File: src/rtl/urr_pkg.sv
// shared types and constants of the ultrasonic echo ranger
`default_nettype none

package urr_pkg;

  // sizing
  localparam int unsigned TimerWidthDef = 17;
  localparam int unsigned QueueDepthDef = 2;
  localparam int unsigned CfgIdxW       = 8;
  localparam int unsigned CfgDataW      = 16;
  localparam int unsigned DistW         = 16;

  // configuration register indexes
  localparam logic [CfgIdxW-1:0] CfgTriggerTicks = 8'd0;
  localparam logic [CfgIdxW-1:0] CfgTickUs       = 8'd1;
  localparam logic [CfgIdxW-1:0] CfgTimeoutUs    = 8'd2;
  localparam logic [CfgIdxW-1:0] CfgUsPerCm      = 8'd3;

  // configuration reset values
  localparam logic [7:0]  TriggerTicksRst = 8'd1;
  localparam logic [9:0]  TickUsRst       = 10'd10;
  localparam logic [15:0] TimeoutUsRst    = 16'd46400;
  localparam logic [7:0]  UsPerCmRst      = 8'd58;

  typedef struct packed {
    logic [7:0]  trigger_ticks;
    logic [9:0]  tick_us;
    logic [15:0] tmo_limit;
    logic [7:0]  us_per_cm;
  } urr_cfg_t;

  // per-tick result flags handed from front to back
  typedef struct packed {
    logic trigger_level;
    logic result_valid;
    logic timed_out;
    logic busy_res;
    logic need_div;
  } urr_flags_t;

endpackage

`default_nettype wire

File: src/rtl/urr_if.sv
// handshake channel interfaces of the ultrasonic echo ranger
`default_nettype none

interface urr_in_if;
  logic valid;
  logic ready;
  logic start_req;
  logic echo_level;
  modport source (output valid, start_req, echo_level, input ready);
  modport sink (input valid, start_req, echo_level, output ready);
endinterface

interface urr_out_if;
  import urr_pkg::*;
  logic             valid;
  logic             ready;
  logic             trigger_level;
  logic             result_valid;
  logic             timed_out;
  logic [DistW-1:0] distance_cm;
  logic             busy_res;
  modport source (output valid, trigger_level, result_valid, timed_out, distance_cm, busy_res,
                  input ready);
  modport sink (input valid, trigger_level, result_valid, timed_out, distance_cm, busy_res,
                output ready);
endinterface

interface urr_cfg_if;
  import urr_pkg::*;
  logic                valid;
  logic                ready;
  logic [CfgIdxW-1:0]  index;
  logic [CfgDataW-1:0] data;
  modport source (output valid, index, data, input ready);
  modport sink (input valid, index, data, output ready);
endinterface

`default_nettype wire

File: src/rtl/ultrasonic_echo_ranger.sv
// Ultrasonic time-of-flight ranger, one input transaction per poll tick, one result each.
// Path: an accepted tick is written into the queue, popped by the back end and registered
// into the output; a distance first passes the restoring divider, one quotient bit per cycle.
// Throughput: one tick per cycle while the queue is not full; its QUEUE_DEPTH entries (two
// by default) let the front keep accepting while a finishing tick holds the divider.
// Reset: asynchronous, active low; idle phase, timers cleared, registers to defaults.
`default_nettype none

module ultrasonic_echo_ranger #(
  parameter int unsigned TIMER_WIDTH = urr_pkg::TimerWidthDef,
  parameter int unsigned QUEUE_DEPTH = urr_pkg::QueueDepthDef
) (
  input  logic      clk_i,
  input  logic      rst_ni,
  urr_cfg_if.sink   cfg_i,
  urr_in_if.sink    in_i,
  urr_out_if.source out_o
);
  import urr_pkg::*;

  localparam int unsigned EntW = $bits(urr_flags_t) + TIMER_WIDTH + 8;

  urr_cfg_t               cfg_q;
  logic                   push, full, pop, empty;
  urr_flags_t             f_flags, b_flags;
  logic [TIMER_WIDTH-1:0] f_dividend, b_dividend;
  logic [7:0]             f_divisor, b_divisor;
  logic [EntW-1:0]        q_wdata, q_rdata;

  // configuration registers
  assign cfg_i.ready = 1'b1;

  always_ff @(posedge clk_i or negedge rst_ni) begin
    if (!rst_ni) begin
      cfg_q.trigger_ticks <= TriggerTicksRst;
      cfg_q.tick_us       <= TickUsRst;
      cfg_q.tmo_limit     <= TimeoutUsRst;
      cfg_q.us_per_cm     <= UsPerCmRst;
    end else if (cfg_i.valid) begin
      case (cfg_i.index)
        CfgTriggerTicks: cfg_q.trigger_ticks <= cfg_i.data[7:0];
        CfgTickUs:       cfg_q.tick_us       <= cfg_i.data[9:0];
        CfgTimeoutUs:    cfg_q.tmo_limit     <= cfg_i.data[15:0];
        CfgUsPerCm:      cfg_q.us_per_cm     <= cfg_i.data[7:0];
        default: begin
        end
      endcase
    end
  end

  // front: sequencing
  urr_front #(
    .TimerWidth (TIMER_WIDTH)
  ) u_front (
    .clk_i      (clk_i),
    .rst_ni     (rst_ni),
    .cfg_i      (cfg_q),
    .in_i       (in_i),
    .full_i     (full),
    .push_o     (push),
    .flags_o    (f_flags),
    .dividend_o (f_dividend),
    .divisor_o  (f_divisor)
  );

  // queue between front and back
  assign q_wdata = {f_flags, f_dividend, f_divisor};
  assign {b_flags, b_dividend, b_divisor} = q_rdata;

  urr_queue #(
    .Width (EntW),
    .Depth (QUEUE_DEPTH)
  ) u_queue (
    .clk_i   (clk_i),
    .rst_ni  (rst_ni),
    .push_i  (push),
    .data_i  (q_wdata),
    .full_o  (full),
    .pop_i   (pop),
    .data_o  (q_rdata),
    .empty_o (empty)
  );

  // back: division and output
  urr_back #(
    .TimerWidth (TIMER_WIDTH)
  ) u_back (
    .clk_i      (clk_i),
    .rst_ni     (rst_ni),
    .empty_i    (empty),
    .flags_i    (b_flags),
    .dividend_i (b_dividend),
    .divisor_i  (b_divisor),
    .pop_o      (pop),
    .out_o      (out_o)
  );

endmodule

`default_nettype wire

File: src/rtl/urr_front.sv
// front end: per-tick phase sequencing, timers and timeout checks
`default_nettype none

module urr_front #(
  parameter int unsigned TimerWidth = urr_pkg::TimerWidthDef
) (
  input  logic                  clk_i,
  input  logic                  rst_ni,
  input  urr_pkg::urr_cfg_t     cfg_i,
  urr_in_if.sink                in_i,
  input  logic                  full_i,
  output logic                  push_o,
  output urr_pkg::urr_flags_t   flags_o,
  output logic [TimerWidth-1:0] dividend_o,
  output logic [7:0]            divisor_o
);
  import urr_pkg::*;

  localparam int unsigned CmpW = (TimerWidth > 16) ? TimerWidth : 16;

  localparam logic [1:0] PhIdle  = 2'd0;
  localparam logic [1:0] PhTrig  = 2'd1;
  localparam logic [1:0] PhWait  = 2'd2;
  localparam logic [1:0] PhPulse = 2'd3;

  logic [1:0]            phase_q, phase_d;
  logic [7:0]            trig_cnt_q, trig_cnt_d;
  logic [TimerWidth-1:0] wait_q, wait_d;
  logic [TimerWidth-1:0] pulse_q, pulse_d;

  logic                  accept;
  logic [TimerWidth-1:0] tick_ext;
  logic [TimerWidth:0]   wait_sum, pulse_sum;
  logic [TimerWidth-1:0] wait_add, pulse_add;
  logic                  wait_over, pulse_over;
  logic [7:0]            trig_len, trig_next;

  assign in_i.ready = !full_i;
  assign accept     = in_i.valid && in_i.ready;
  assign push_o     = accept;
  assign dividend_o = pulse_add;
  assign divisor_o  = cfg_i.us_per_cm;

  // saturating timer additions and timeout compares
  always_comb begin
    tick_ext   = TimerWidth'(cfg_i.tick_us);
    wait_sum   = {1'b0, wait_q} + {1'b0, tick_ext};
    pulse_sum  = {1'b0, pulse_q} + {1'b0, tick_ext};
    wait_add   = wait_sum[TimerWidth] ? '1 : wait_sum[TimerWidth-1:0];
    pulse_add  = pulse_sum[TimerWidth] ? '1 : pulse_sum[TimerWidth-1:0];
    wait_over  = CmpW'(wait_add) > CmpW'(cfg_i.tmo_limit);
    pulse_over = CmpW'(pulse_add) > CmpW'(cfg_i.tmo_limit);
    trig_len   = (cfg_i.trigger_ticks == 8'd0) ? 8'd1 : cfg_i.trigger_ticks;
    trig_next  = trig_cnt_q + 8'd1;
  end

  // phase sequencing
  always_comb begin
    phase_d    = phase_q;
    trig_cnt_d = trig_cnt_q;
    wait_d     = wait_q;
    pulse_d    = pulse_q;
    flags_o    = '0;
    case (phase_q)
      PhIdle: begin
        if (in_i.start_req) begin
          flags_o.trigger_level = 1'b1;
          trig_cnt_d            = 8'd1;
          wait_d                = '0;
          pulse_d               = '0;
          phase_d               = (trig_len <= 8'd1) ? PhWait : PhTrig;
        end
      end
      PhTrig: begin
        flags_o.trigger_level = 1'b1;
        trig_cnt_d            = trig_next;
        if (trig_next >= trig_len || trig_next == 8'd0) begin
          phase_d = PhWait;
        end
      end
      PhWait: begin
        wait_d = wait_add;
        if (wait_over) begin
          flags_o.result_valid = 1'b1;
          flags_o.timed_out    = 1'b1;
          phase_d              = PhIdle;
        end else if (in_i.echo_level) begin
          pulse_d = '0;
          phase_d = PhPulse;
        end
      end
      PhPulse: begin
        pulse_d = pulse_add;
        if (pulse_over) begin
          flags_o.result_valid = 1'b1;
          flags_o.timed_out    = 1'b1;
          phase_d              = PhIdle;
        end else if (!in_i.echo_level) begin
          flags_o.result_valid = 1'b1;
          flags_o.need_div     = 1'b1;
          phase_d              = PhIdle;
        end
      end
      default: begin
        phase_d = PhIdle;
      end
    endcase
    flags_o.busy_res = (phase_d != PhIdle);
  end

  // state advances once per accepted tick
  always_ff @(posedge clk_i or negedge rst_ni) begin
    if (!rst_ni) begin
      phase_q    <= PhIdle;
      trig_cnt_q <= '0;
      wait_q     <= '0;
      pulse_q    <= '0;
    end else if (accept) begin
      phase_q    <= phase_d;
      trig_cnt_q <= trig_cnt_d;
      wait_q     <= wait_d;
      pulse_q    <= pulse_d;
    end
  end

endmodule

`default_nettype wire

File: src/rtl/urr_queue.sv
// short register queue between front and back
`default_nettype none

module urr_queue #(
  parameter int unsigned Width = 8,
  parameter int unsigned Depth = urr_pkg::QueueDepthDef
) (
  input  logic             clk_i,
  input  logic             rst_ni,
  input  logic             push_i,
  input  logic [Width-1:0] data_i,
  output logic             full_o,
  input  logic             pop_i,
  output logic [Width-1:0] data_o,
  output logic             empty_o
);
  import urr_pkg::*;

  localparam int unsigned PtrW = (Depth > 1) ? $clog2(Depth) : 1;
  localparam int unsigned CntW = $clog2(Depth + 1);

  logic [Width-1:0] mem_q [Depth];
  logic [PtrW-1:0]  wr_ptr_q, rd_ptr_q;
  logic [CntW-1:0]  count_q;
  logic             do_push, do_pop;

  assign full_o  = (count_q == CntW'(Depth));
  assign empty_o = (count_q == '0);
  assign data_o  = mem_q[rd_ptr_q];
  assign do_push = push_i && !full_o;
  assign do_pop  = pop_i && !empty_o;

  // storage
  always_ff @(posedge clk_i) begin
    if (do_push) begin
      mem_q[wr_ptr_q] <= data_i;
    end
  end

  // pointers and fill level
  always_ff @(posedge clk_i or negedge rst_ni) begin
    if (!rst_ni) begin
      wr_ptr_q <= '0;
      rd_ptr_q <= '0;
      count_q  <= '0;
    end else begin
      if (do_push) begin
        wr_ptr_q <= (wr_ptr_q == PtrW'(Depth - 1)) ? '0 : wr_ptr_q + 1'b1;
      end
      if (do_pop) begin
        rd_ptr_q <= (rd_ptr_q == PtrW'(Depth - 1)) ? '0 : rd_ptr_q + 1'b1;
      end
      if (do_push && !do_pop) begin
        count_q <= count_q + 1'b1;
      end else if (do_pop && !do_push) begin
        count_q <= count_q - 1'b1;
      end
    end
  end

endmodule

`default_nettype wire

File: src/rtl/urr_back.sv
// back end: bit-serial distance division and output register
`default_nettype none

module urr_back #(
  parameter int unsigned TimerWidth = urr_pkg::TimerWidthDef
) (
  input  logic                  clk_i,
  input  logic                  rst_ni,
  input  logic                  empty_i,
  input  urr_pkg::urr_flags_t   flags_i,
  input  logic [TimerWidth-1:0] dividend_i,
  input  logic [7:0]            divisor_i,
  output logic                  pop_o,
  urr_out_if.source             out_o
);
  import urr_pkg::*;

  localparam int unsigned CntW = $clog2(TimerWidth + 1);
  localparam int unsigned QW   = (TimerWidth > DistW) ? TimerWidth : DistW;

  logic                  div_busy_q, div_busy_d;
  logic [CntW-1:0]       cnt_q, cnt_d;
  logic [7:0]            rem_q, rem_d;
  logic [TimerWidth-1:0] quot_q, quot_d;
  logic [7:0]            div_q, div_d;
  urr_flags_t            hold_q, hold_d;

  logic                  out_valid_q, out_valid_d;
  urr_flags_t            res_q, res_d;
  logic [DistW-1:0]      dist_q, dist_d;

  logic                  out_free;
  logic [8:0]            shifted;
  logic [8:0]            trial;
  logic [QW-1:0]         quot_ext;
  logic [DistW-1:0]      quot_sat;

  assign out_free = !out_valid_q || out_o.ready;
  assign pop_o    = !div_busy_q && !empty_i && (flags_i.need_div || out_free);

  // one quotient bit per cycle, restoring; a zero divisor yields all ones
  always_comb begin
    shifted  = {rem_q, quot_q[TimerWidth-1]};
    trial    = shifted - {1'b0, div_q};
    quot_ext = QW'(quot_q);
    quot_sat = ((quot_ext >> DistW) != '0) ? '1 : quot_ext[DistW-1:0];
  end

  // divider control and result loading
  always_comb begin
    div_busy_d  = div_busy_q;
    cnt_d       = cnt_q;
    rem_d       = rem_q;
    quot_d      = quot_q;
    div_d       = div_q;
    hold_d      = hold_q;
    res_d       = res_q;
    dist_d      = dist_q;
    out_valid_d = out_valid_q && !out_o.ready;
    if (pop_o) begin
      if (flags_i.need_div) begin
        div_busy_d = 1'b1;
        cnt_d      = CntW'(TimerWidth);
        rem_d      = '0;
        quot_d     = dividend_i;
        div_d      = divisor_i;
        hold_d     = flags_i;
      end else begin
        res_d       = flags_i;
        dist_d      = '0;
        out_valid_d = 1'b1;
      end
    end else if (div_busy_q) begin
      if (cnt_q != '0) begin
        cnt_d = cnt_q - 1'b1;
        if (shifted >= {1'b0, div_q}) begin
          rem_d  = trial[7:0];
          quot_d = {quot_q[TimerWidth-2:0], 1'b1};
        end else begin
          rem_d  = shifted[7:0];
          quot_d = {quot_q[TimerWidth-2:0], 1'b0};
        end
      end else if (out_free) begin
        div_busy_d  = 1'b0;
        res_d       = hold_q;
        dist_d      = (div_q == 8'd0) ? '1 : quot_sat;
        out_valid_d = 1'b1;
      end
    end
  end

  // control registers
  always_ff @(posedge clk_i or negedge rst_ni) begin
    if (!rst_ni) begin
      div_busy_q  <= 1'b0;
      cnt_q       <= '0;
      out_valid_q <= 1'b0;
    end else begin
      div_busy_q  <= div_busy_d;
      cnt_q       <= cnt_d;
      out_valid_q <= out_valid_d;
    end
  end

  // payload registers
  always_ff @(posedge clk_i) begin
    rem_q  <= rem_d;
    quot_q <= quot_d;
    div_q  <= div_d;
    hold_q <= hold_d;
    res_q  <= res_d;
    dist_q <= dist_d;
  end

  assign out_o.valid         = out_valid_q;
  assign out_o.trigger_level = res_q.trigger_level;
  assign out_o.result_valid  = res_q.result_valid;
  assign out_o.timed_out     = res_q.timed_out;
  assign out_o.busy_res      = res_q.busy_res;
  assign out_o.distance_cm   = dist_q;

endmodule

`default_nettype wire
File: src/flat_wrapper.sv
// flat-port wrapper written by rule: the top's interface ports become plain ports
module ultrasonic_echo_ranger_flat import urr_pkg::*;
#(
  parameter int unsigned TIMER_WIDTH = urr_pkg::TimerWidthDef,
  parameter int unsigned QUEUE_DEPTH = urr_pkg::QueueDepthDef
)
  (clk_i, rst_ni, cfg_i_valid, cfg_i_index, cfg_i_data, cfg_i_ready, in_i_valid, in_i_start_req, in_i_echo_level, in_i_ready, out_o_valid, out_o_trigger_level, out_o_result_valid, out_o_timed_out, out_o_distance_cm, out_o_busy_res, out_o_ready);
  urr_cfg_if cfg_i_i ();
  urr_in_if in_i_i ();
  urr_out_if out_o_i ();
  input  logic clk_i;
  input  logic rst_ni;
  input wire logic [$bits(cfg_i_i.valid)-1:0] cfg_i_valid;
  input wire logic [$bits(cfg_i_i.index)-1:0] cfg_i_index;
  input wire logic [$bits(cfg_i_i.data)-1:0] cfg_i_data;
  output wire logic [$bits(cfg_i_i.ready)-1:0] cfg_i_ready;
  input wire logic [$bits(in_i_i.valid)-1:0] in_i_valid;
  input wire logic [$bits(in_i_i.start_req)-1:0] in_i_start_req;
  input wire logic [$bits(in_i_i.echo_level)-1:0] in_i_echo_level;
  output wire logic [$bits(in_i_i.ready)-1:0] in_i_ready;
  output wire logic [$bits(out_o_i.valid)-1:0] out_o_valid;
  output wire logic [$bits(out_o_i.trigger_level)-1:0] out_o_trigger_level;
  output wire logic [$bits(out_o_i.result_valid)-1:0] out_o_result_valid;
  output wire logic [$bits(out_o_i.timed_out)-1:0] out_o_timed_out;
  output wire logic [$bits(out_o_i.distance_cm)-1:0] out_o_distance_cm;
  output wire logic [$bits(out_o_i.busy_res)-1:0] out_o_busy_res;
  input wire logic [$bits(out_o_i.ready)-1:0] out_o_ready;
  assign cfg_i_i.valid = cfg_i_valid;
  assign cfg_i_i.index = cfg_i_index;
  assign cfg_i_i.data = cfg_i_data;
  assign cfg_i_ready = cfg_i_i.ready;
  assign in_i_i.valid = in_i_valid;
  assign in_i_i.start_req = in_i_start_req;
  assign in_i_i.echo_level = in_i_echo_level;
  assign in_i_ready = in_i_i.ready;
  assign out_o_valid = out_o_i.valid;
  assign out_o_trigger_level = out_o_i.trigger_level;
  assign out_o_result_valid = out_o_i.result_valid;
  assign out_o_timed_out = out_o_i.timed_out;
  assign out_o_distance_cm = out_o_i.distance_cm;
  assign out_o_busy_res = out_o_i.busy_res;
  assign out_o_i.ready = out_o_ready;
  ultrasonic_echo_ranger #(.TIMER_WIDTH(TIMER_WIDTH), .QUEUE_DEPTH(QUEUE_DEPTH)) u_core (.clk_i(clk_i), .rst_ni(rst_ni), .cfg_i(cfg_i_i), .in_i(in_i_i), .out_o(out_o_i));
endmodule
File: config.mk
export PLATFORM = sky130hd
export DESIGN_NAME = ultrasonic_echo_ranger_flat
export DESIGN_NICKNAME = d
export VERILOG_FILES = /design/src/rtl/urr_pkg.sv /design/src/rtl/urr_if.sv /design/src/rtl/ultrasonic_echo_ranger.sv /design/src/rtl/urr_front.sv /design/src/rtl/urr_queue.sv /design/src/rtl/urr_back.sv /design/src/flat_wrapper.sv
export SDC_FILE = /design/constraint.sdc
export NUM_CORES = 1
export LEC_CHECK = 0
export BUFFER_PORTS_ARGS = -buffer_cell sky130_fd_sc_hd__buf_2
export CORE_MARGIN = 2
export CORE_UTILIZATION = 52
export CTS_CLUSTER_DIAMETER = 150
export DETAILED_ROUTE_END_ITERATION = 16
export PLACE_DENSITY = 0.71
export SLEW_MARGIN = 20
export SYNTH_ARGS = -nofsm -noshare
export SYNTH_HDL_FRONTEND = slang
export SYNTH_SLANG_ARGS = --single-unit
File: constraint.sdc
create_clock -name clk_i -period 8.6 [get_ports clk_i]
set_input_delay 1.72 -clock clk_i [delete_from_list [all_inputs] [get_ports clk_i]]
set_output_delay 1.72 -clock clk_i [all_outputs]
set_load 0.02 [all_outputs]
==> flow_summary.toml, run 1 <==
[run_status]
status = "completed"

[timing]
finalClockSkew_ps = 16.9
post-route-period-util_pct = 58.6
slew-limit-headroom_pct = 32.9
timing.fmax_ghz = 0.198
tns_ps = 0
post-route-min-period_ps = 5040
slew_violations = 0
setup_viol = 0
grt_setup_unrepaired = "false"
worstMarginPinSlew_ps = 981
hold_violations = 0

[clock_tree]
post-cts-setup-buffers = 0
cts_tree = "built"
clock_latency_ps = 520
cts_buffers = 22
clockBufferDepth = 3
cts_max_level = 1
holdBufCountCts = 0
clkTransAtPathRegs_ps = 70
cts.sinks = 214
cts-resized-gates = 0
root_buffer = "clkbuf_16"

[job]
max_cap_violations = 0

[cells_and_area]
drive_above_1_share_pct = 18.6
antenna_cells = 0
finalNetCount = 1136
areaGrowthSynthToFinish_pct = 10.8
fin_area_um2 = 12600

[yosys]
synth_cell_type_count = 83
synthFlopType = "edfxtp_1"
syn_avg_cell_area_um2 = 11.6
ys_ff_latch = 214
synth_edf_count = 117
synth.net_count = 1087
syn_area_um2 = 11400
yosysWarnings = 0
synth_commonest_cells = "edfxtp_1 (117), nand2_1 (88), dfrtp_1 (84)"
synth_top_area_share_pct = 30.9
ys_top_cells_by_area = "edfxtp_1 (31%), dfrtp_1 (18%), ha_1 (7.9%)"
syn-instance-count = 981
seq_area_frac_synth_pct = 52.4
yosys.area.top_type = "edfxtp_1"
yosysMostFrequentCell = "edfxtp_1"
synthArstFlopShare_pct = 45.3

[worst_setup_path]
crit_path_end_kind = "register"
rrSetupSlack_ps = 3560
r2r-start = "u_core.cfg_q[27]"
setup.worst_path.class = "register to register"
r2r_cells = 15
start_kind = "register"
cp.required_ps = 8850
r2r-end = "u_core.u_queue.mem_q[1][28]"
cp_max_fo = 13
critPathLaunch = "u_core.cfg_q[27]"
crit_arrival_ps = 5290

[floorplan]
die_h_um = 152
die_w_um = 152
coreArea_um2 = 21600
initial_core_util_pct = 52.6
dieArea_um2 = 23100
row_count = 54
io_pins = 54

[detailed_routing]
routed_wl_um = 23400
avgViaCountPerCell = 5.71
dr_total_vias = 7571
wire_per_inst_um = 17.7
dr.pass1.iters = 5
antenna_left = 0
drt_iter0_markers = 378
drc_errors = 0

[grt]
grt_pass1_wl_um = 38400
grt_max_degree = 62
grt_pass1_vias = 7498
antenna_found_initial = 0
track_usage_pct = 20.2
grt-ovfl-total = 0

[min_path]
hold_path_class = "register to register"
hold_path_end = "u_core.u_queue.mem_q[0][2]"
hp-start = "u_core.cfg_q[2]"
whs_path_depth = 0

[place]
io_buffer_count = 52
place_area_um2 = 11900
gp_congestion = 0.929
dp_hpwl_um = 16800

[power_and_ir_drop]
p_leak_nw = 5.60
p_per_area_nw_per_um2 = 322
finalPower_mw = 4.06
ir_drop_uv = 163
-- worst max-delay path, stage by stage, from the launching register on --
cell and delay, ps:
dfstp_2 560, ha_1 290, a21o_1 200, a21oi_1 270, a21o_1 240, nand2_1 140, nand3_1 420, o21ai_0 250
ha_1 250, a211oi_2 220, nor2_1 110, a2111oi_4 360, o221ai_2 190, a2111oi_0 910, o21bai_2 300, nor2_1 80
-- area by class of cell --
type	count	area, um2
Fill cell	1810	9020
Sequential cell	214	5960
Tap cell	280	350
Timing Repair Buffer	59	315
Multi-Input combinational cell	677	5070
Clock inverter	12	98.8
Inverter	56	210
Clock buffer	28	597
-- how the worst max path moves through the flow --
| stage | cells after the start | slack [ps] | end |
|---|---|---|---|
| floorplan | 17 | 4540 | u_core.u_front.pulse_q[11] |
| global placement | 14 | 3820 | u_core.u_queue.mem_q[0][25] |
| detailed placement | 15 | 3690 | u_core.u_queue.mem_q[1][28] |
| CTS | 15 | 3680 | u_core.u_queue.mem_q[1][28] |
| global route | 15 | 3280 | u_core.u_queue.mem_q[1][28] |
| finish | 15 | 3560 | u_core.u_queue.mem_q[1][28] |
-- kinds of logic (layout without fill, tap and decap cells) --
| family | count (synthesis) | in the layout | synth area share, % |
|---|---|---|---|
| simple gates | 269 | 269 | 11.9 |
| compound gates | 221 | 221 | 14.0 |
| flops | 214 | 214 | 52.4 |
| buf+inv | 90 | 155 | 3.16 |
| mux | 77 | 77 | 7.36 |
| fa+ha+maj | 75 | 75 | 8.45 |
| xor+xnor | 34 | 34 | 2.62 |
| other cells | 1 | 1 | 0.0330 |
-- sequential cells by signal, indices dropped and copies added (netlist names), 2 cells and up --
signal and count:
u_core.u_back.out_o.distance_cm 16, u_core.u_back.rem_q 8, u_core.u_back.quot_ext 17, u_core.cfg_q 42, u_core.u_back.div_q 8, u_core.u_front.phase_q 2
u_core.u_back.cnt_q 5, u_core.u_queue.count_q 2, u_core.u_back.hold_q 4, u_core.u_front.trig_cnt_q 8, u_core.u_front.wait_q 17, u_core.u_queue.mem_q 60
u_core.u_front.pulse_q 17
-- cells in the final DEF, fill, tap and decap left out, types with 42 or more instances in the layout --
cell / count
nor2_1: 63
ha_1: 72
o21ai_0: 55
a21oi_1: 42
buf_2: 51
mux2_2: 53
inv_1: 54
nand2_1: 88
dfrtp_1: 84
edfxtp_1: 117
-- layer usage --
metal	global-route usage, %	wire length, um	vias up
li1	-	-	3712
met1	28.5	11100	3655
met2	32.9	10700	174
met3	3.39	1190	30
met4	5.03	431	0
met5	0	0	-
-- power breakdown --
group | internal (mW) | switching, mW
clock | 0.524 | 0.396
combinational | 0.590 | 0.912
sequential | 1.49 | 0.148
total | 2.60 | 1.46
-- metrics by stage --
| step | cells | setup WS [ps] | hold WS [ps] | util (%) |
|---|---|---|---|---|
| floorplan | 981 | 4540 | 437 | - |
| global placement | 1286 | 3820 | 452 | 55.0 |
| detailed placement | 1286 | 3690 | 452 | 55.0 |
| CTS | 1326 | 3680 | 463 | 58.2 |
| global route | 1326 | 3280 | 499 | 58.3 |
| finish | 1326 | 3560 | 471 | 58.3 |
Power figures use the tool's default switching activity.
==> run 2: changes to the inputs <==
--- a/config.mk
+++ b/config.mk
@@ -10,7 +10,7 @@
 export CORE_UTILIZATION = 52
 export CTS_CLUSTER_DIAMETER = 150
 export DETAILED_ROUTE_END_ITERATION = 16
-export PLACE_DENSITY = 0.71
+export PLACE_DENSITY = 0.74
 export SLEW_MARGIN = 20
 export SYNTH_ARGS = -nofsm -noshare
 export SYNTH_HDL_FRONTEND = slang
==> constraint.sdc (replaced) <==
create_clock -name clk_i -period 4.09 [get_ports clk_i]
set_input_delay 0.818 -clock clk_i [delete_from_list [all_inputs] [get_ports clk_i]]
set_output_delay 0.818 -clock clk_i [all_outputs]
set_load 0.02 [all_outputs]
==> run 2 against run 1 <==
  * Critical endpoint is now u_core.u_front.pulse_q[4]
  * Highest routed layer unchanged
  * Flip-flop and latch count is the same
  * Total power grew 130%
  * Critical path depth grew 3
  * Clock power grew 140%
  * Hold slack lost 62 ps
  * Sequential power grew 110%
  * The flow now finishes with violations (setup timing)
  * First-iteration DRC count grew 49%
  * Die area is the same
  * Final area grew 9.2%
==> flow_summary.toml, run 2 (synthesis gave the netlist of run 1 again) <==
[timing]
post-route-period-util_pct = 100
post-route-min-period_ps = 4100
layout_setup_ws_ps = -6.79
slew-limit-headroom_pct = 32.9
worstMarginPinSlew_ps = 1010
timing.fmax_ghz = 0.244
grt_setup_unrepaired = "true"
finalClockSkew_ps = 15.3
hold_slack_ps = 409
slew_violations = 0
hold_violations = 0
setup_viol = 1

[clock_tree]
cts_buffers = 23
holdBufCountCts = 0
cts_max_level = 1
clockBufferDepth = 3
root_buffer = "clkbuf_16"
clock_latency_ps = 520
clkTransAtPathRegs_ps = 60
cts.sinks = 214
cts_tree = "built"

[cells_and_area]
antenna_cells = 0
seq_area_um2 = 5960
fillers = 1650
largestRegisters = "u_core.u_queue.mem_q (60), u_core.cfg_q (42)"
drive_above_1_share_pct = 29.3
multi_input_area_um2 = 5520
layout_commonest_cell = "edfxtp_1"
areaGrowthSynthToFinish_pct = 21.0
final_cell_mix = "edfxtp_1 (117), nand2_1 (83), dfrtp_1 (83), buf_4 (80), nor2_1 (61)"
largest_reg_flops = 60
finalNetCount = 1212
largest-register = "u_core.u_queue.mem_q"
layout.cells.non_filler = 1403

[worst_setup_path]
start_kind = "register"
cp_max_fo = 8
r2r_cells = 18
r2r-start = "u_core.cfg_q[24]"
crit_arrival_ps = 4500
crit_path_end_kind = "register"
cp.required_ps = 4500
critPathLaunch = "u_core.cfg_q[24]"
setup.worst_path.class = "register to register"

[place]
gp_congestion = 0.910
dp_hpwl_um = 17600
dp_cells = 1348
io_buffer_count = 52

[grt]
grt_pass1_vias = 7973
grt_pass1_wl_um = 40800
grt-ovfl-total = 0
track_usage_pct = 21.3
antenna_found_initial = 0
grt_max_degree = 64

[floorplan]
dieArea_um2 = 23100
die_w_um = 152
row_count = 54
die_h_um = 152
coreArea_um2 = 21600
io_pins = 54
initial_core_util_pct = 52.6

[detailed_routing]
wire_per_inst_um = 18.1
dr_total_vias = 8020
avgViaCountPerCell = 5.72
drc_errors = 0
dr.pass1.iters = 4
routed_wl_um = 25400
drt_iter0_markers = 564
antenna_left = 0

[run_status]
violations = "setup timing"
status = "finished, violations left"

[power_and_ir_drop]
p_leak_nw = 6.05
p_per_area_nw_per_um2 = 679
ir_drop_uv = 332

[min_path]
hold_path_class = "input port to async pin"

[job]
max_cap_violations = 0
## run 2: cell count changes in the layout (fill, tap and decap cells not counted), moves of 4 or more
cell     previous run  this run
buf_4               8        80
o21ai_0            55        51
nand2_2             0         4
ha_4                0        16
ha_1               72        55
nor3_1             16        12
nand2_1            88        83
a21oi_1            42        38
## run 2: final timing paths
| kind | endpoint | slack [ps] |
|---|---|---|
| min | u_core.u_back.cnt_q[3] | 410 |
| max in group asynchronous | u_core.cfg_q[23] | 2780 |
| min in group clk_i | u_core.u_queue.mem_q[1][6] | 480 |
| min reg2reg | u_core.u_queue.mem_q[1][6] | 480 |
| max reg2reg | u_core.u_front.pulse_q[4] | -7 |
| max | u_core.u_front.pulse_q[4] | -7 |
## run 2: critical path, cell delays in order (launching register included)
cell,delay [ps]
dfrtp_1,430
ha_4,190
fa_2,340
a211oi_2,240
o211ai_1,150
a21oi_1,210
o21bai_2,120
and3_4,170
xnor2_2,140
nand2_2,100
ha_4,280
nand4_1,90
or2_4,280
nor3_4,120
nand2_2,110
a2111oi_4,410
o31ai_4,150
clkbuf_16,210
a22o_1,230
## run 2: stage by stage
step | setup TNS, ps | total power, mW | setup slack (ps) | cell area (um2) | util [%]
after floorplan | 0 | 5.84 | 29.7 | 11400 | -
after global placement | -280 | 6.69 | -94.3 | 12400 | 57.2
after detailed placement | -2170 | 6.81 | -107 | 12400 | 57.2
after CTS | 0 | 9.12 | 21.9 | 13300 | 61.4
after global routing | -3030 | 9.92 | -158 | 13800 | 63.6
final | -6.79 | 9.34 | -6.79 | 13800 | 63.6
## run 2: power by group
| part | internal, mW | leakage, nW | switching (mW) |
|---|---|---|---|
| Sequential | 3.13 | 2.36 | 0.336 |
| Combinational | 1.58 | 3.30 | 2.09 |
| Clock | 1.32 | 0.385 | 0.883 |
| Total | 6.03 | 6.05 | 3.30 |
## run 2: what timing repair did
action                                  in CTS  in global routing
endpoints found under the setup margin      27                 27
pin swaps                                    9                 34
cloned                                       0                  1
buffers inserted                             3                  9
hold endpoints to repair                     0                  0
resized for setup                           20                 60
## run 2: per-layer routing
metal  vias up  routed length, um  global-route usage (%)  part of all wire, %
met1      3924              11600                    30.4                   45
met2       198              12200                    34.8                   48
met5         -                  0                       0                    0
li1       3861                  -                       -                    -
met4         0                467                    4.90                  1.8
met3        37               1230                    3.08                  4.8
## run 2: cell type report
type | count | share of cell area, %
sequential | 214 | 43.3
multi-input combinational | 677 | 40.1
timing repair buffer | 134 | 6.63
clock buffer | 26 | 4.34
tap | 280 | 2.55
inverter | 56 | 1.53
clock inverter | 16 | 1.51
==> run 3: changes to the inputs <==
--- a/config.mk
+++ b/config.mk
@@ -6,10 +6,11 @@
 export NUM_CORES = 1
 export LEC_CHECK = 0
 export BUFFER_PORTS_ARGS = -buffer_cell sky130_fd_sc_hd__buf_2
-export CORE_MARGIN = 2
+export CORE_MARGIN = 4
 export CORE_UTILIZATION = 52
 export CTS_CLUSTER_DIAMETER = 150
 export DETAILED_ROUTE_END_ITERATION = 16
+export GPL_ROUTABILITY_DRIVEN = 0
 export PLACE_DENSITY = 0.74
 export SLEW_MARGIN = 20
 export SYNTH_ARGS = -nofsm -noshare
==> run 3 against run 2 <==
  * The run still ends with setup timing left
  * Final cell count is 1.3% lower
  * Combinational power is 3% lower
  * Non-clock buffer count is 12 lower
  * Flip-flop and latch count stayed put
  * Critical path depth is 1 lower
  * Utilization is 0.37 points lower
  * Hold slack better by 4.7 ps
  * Critical endpoint is now u_core.u_front.phase_q[0]
  * Largest power group unchanged
==> flow_summary.toml, run 3 (synthesis gave the netlist of run 1 again) <==
[run_status]
status = "finished, violations left"
violations = "setup timing"

[worst_setup_path]
r2r_cells = 17
cp.depth = 17
path_cells = "ha_2, a211oi_1, o21a_1, or4_4, nand2_2, buf_4, a41oi_1, a31oi_2, ha_1, and3_1, nand4_1, o221ai_2, a31oi_2, o221ai_4, nand2b_1, buf_4, a221o_1"
crit_arrival_ps = 4530
cpLargestDelayFamily = "compound AO/OA/AOI/OAI gates"
cp.required_ps = 4460
cp_max_fo = 6
setup.worst_path.class = "register to register"
slowest_delay_ps = 610
crit_buf_inv = 2
start_kind = "register"
crit_path_end_kind = "register"
critPathSlowestCell = "dfstp_2"

[detailed_routing]
drt_iter0_markers = 461
drc_errors = 0
dr.pass1.iters = 5
dr_total_vias = 8003
avgViaCountPerCell = 5.78
antenna_left = 0
routed_wl_um = 24900
wire_per_inst_um = 18.0

[power_and_ir_drop]
p_leak_nw = 5.95
finalPower_mw = 9.03
combPwrFrac_pct = 39.4
internal_power_mw = 5.82
clockPowerShare_pct = 22.3
seqPwrFrac_pct = 38.3
ir_drop_uv = 411
p_per_area_nw_per_um2 = 670
power.switching_mw = 3.20
swShare_pct = 35.5

[place]
dp_hpwl_um = 17600
place_area_um2 = 12200
pre_cts_slack_ps = -158
io_buffer_count = 52

[clock_tree]
clkTransAtPathRegs_ps = 60
clockBufferDepth = 3
holdBufCountCts = 0
cts_max_level = 1
cts.sinks = 214
root_buffer = "clkbuf_16"
cts_buffers = 23
cts_tree = "built"
clock_latency_ps = 510

[cells_and_area]
final_cell_mix = "edfxtp_1 (117), dfrtp_1 (83), nand2_1 (82), buf_4 (68), nor2_1 (63)"
drive_above_1_share_pct = 27.5
largest-register = "u_core.u_queue.mem_q"
largestRegisters = "u_core.u_queue.mem_q (60), u_core.cfg_q (42)"
largest_reg_flops = 60
layout_commonest_cell = "edfxtp_1"
fin_area_um2 = 13500
areaGrowthSynthToFinish_pct = 18.4
antenna_cells = 0
finalNetCount = 1200

[timing]
post-route-min-period_ps = 4150
setup_viol = 1
layout_setup_ws_ps = -63.3
hold_violations = 0
slew-limit-headroom_pct = 34.2
worstMarginPinSlew_ps = 986
slew_violations = 0
grt_setup_unrepaired = "true"
timing.fmax_ghz = 0.241
post-route-period-util_pct = 102
finalClockSkew_ps = 24.3

[floorplan]
dieArea_um2 = 24300
io_pins = 54
die_w_um = 156
coreArea_um2 = 21300
initial_core_util_pct = 53.4
die_h_um = 156
row_count = 53

[grt]
grt_max_degree = 63
antenna_found_initial = 0
track_usage_pct = 20.3
grt-ovfl-total = 0
grt_pass1_vias = 7863
grt_pass1_wl_um = 40100

[job]
max_cap_violations = 0

[min_path]
hold_path_class = "input port to async pin"
==> run 3: cell count changes in the layout (fill, tap and decap cells not counted), sizes merged <==
cell | previous run | this run
buf | 133 | 120
clkbuf | 27 | 33
inv | 59 | 56
clkinvlp | 4 | 1
clkinv | 5 | 7
bufinv | 4 | 2
==> run 3: metal layers <==
metal | GRT usage (%) | share of wire (%) | vias to the layer above
li1 | - | - | 3847
met1 | 28.9 | 46 | 3862
met2 | 32.1 | 46 | 237
met3 | 3.41 | 5.9 | 57
met4 | 6.29 | 2.7 | 0
met5 | 0 | 0 | -
==> run 3: layout make-up <==
class / instances / area (um2)
Inverter: 56 / 210
Fill cell: 1580 / 7820
Timing Repair Buffer: 122 / 836
Multi-Input combinational cell: 677 / 5390
Tap cell: 275 / 344
Clock inverter: 10 / 109
Clock buffer: 31 / 616
Sequential cell: 214 / 5960
==> run 3: timing repair <==
item | in CTS | in global routing
endpoints found under the setup margin | 27 | 27
gates cloned | 2 | 0
gates resized for setup | 32 | 39
pin swaps | 36 | 27
setup buffers | 11 | 4
==> run 3: final timing paths <==
kind	endpoint	slack, ps	startpoint
min in group clk_i	u_core.u_queue.mem_q[0][0]	470	u_core.cfg_q[0]
worst max register to register	u_core.u_front.phase_q[0]	-60	u_core.cfg_q[25]
max in group asynchronous	u_core.cfg_q[16]	2840	rst_ni
worst min-delay path	u_core.u_front.trig_cnt_q[7]	410	rst_ni
worst max-delay path	u_core.u_front.phase_q[0]	-60	u_core.cfg_q[25]
worst min register to register	u_core.u_queue.mem_q[0][0]	470	u_core.cfg_q[0]
==> run 3: per-stage QoR <==
step,util [%],setup TNS (ps),cells,hold WS (ps)
after floorplan,-,0,981,437
after global placement,57.4,-979,1327,446
after detailed placement,57.4,-3270,1327,457
after CTS,62.2,-82.3,1381,432
after global routing,63.2,-2470,1385,454
final,63.2,-63.3,1385,413
==> run 3: power groups by stage <==
stage          Clock, mW  Sequential, mW  Combinational, mW
2_1_floorplan          0            3.45               2.39
3_3_place_gp           0            3.46               3.15
3_5_place_dp           0            3.48               3.26
4_1_cts             2.05            3.44               3.46
5_1_grt             2.15            3.52               3.93
6_report            2.01            3.46               3.56
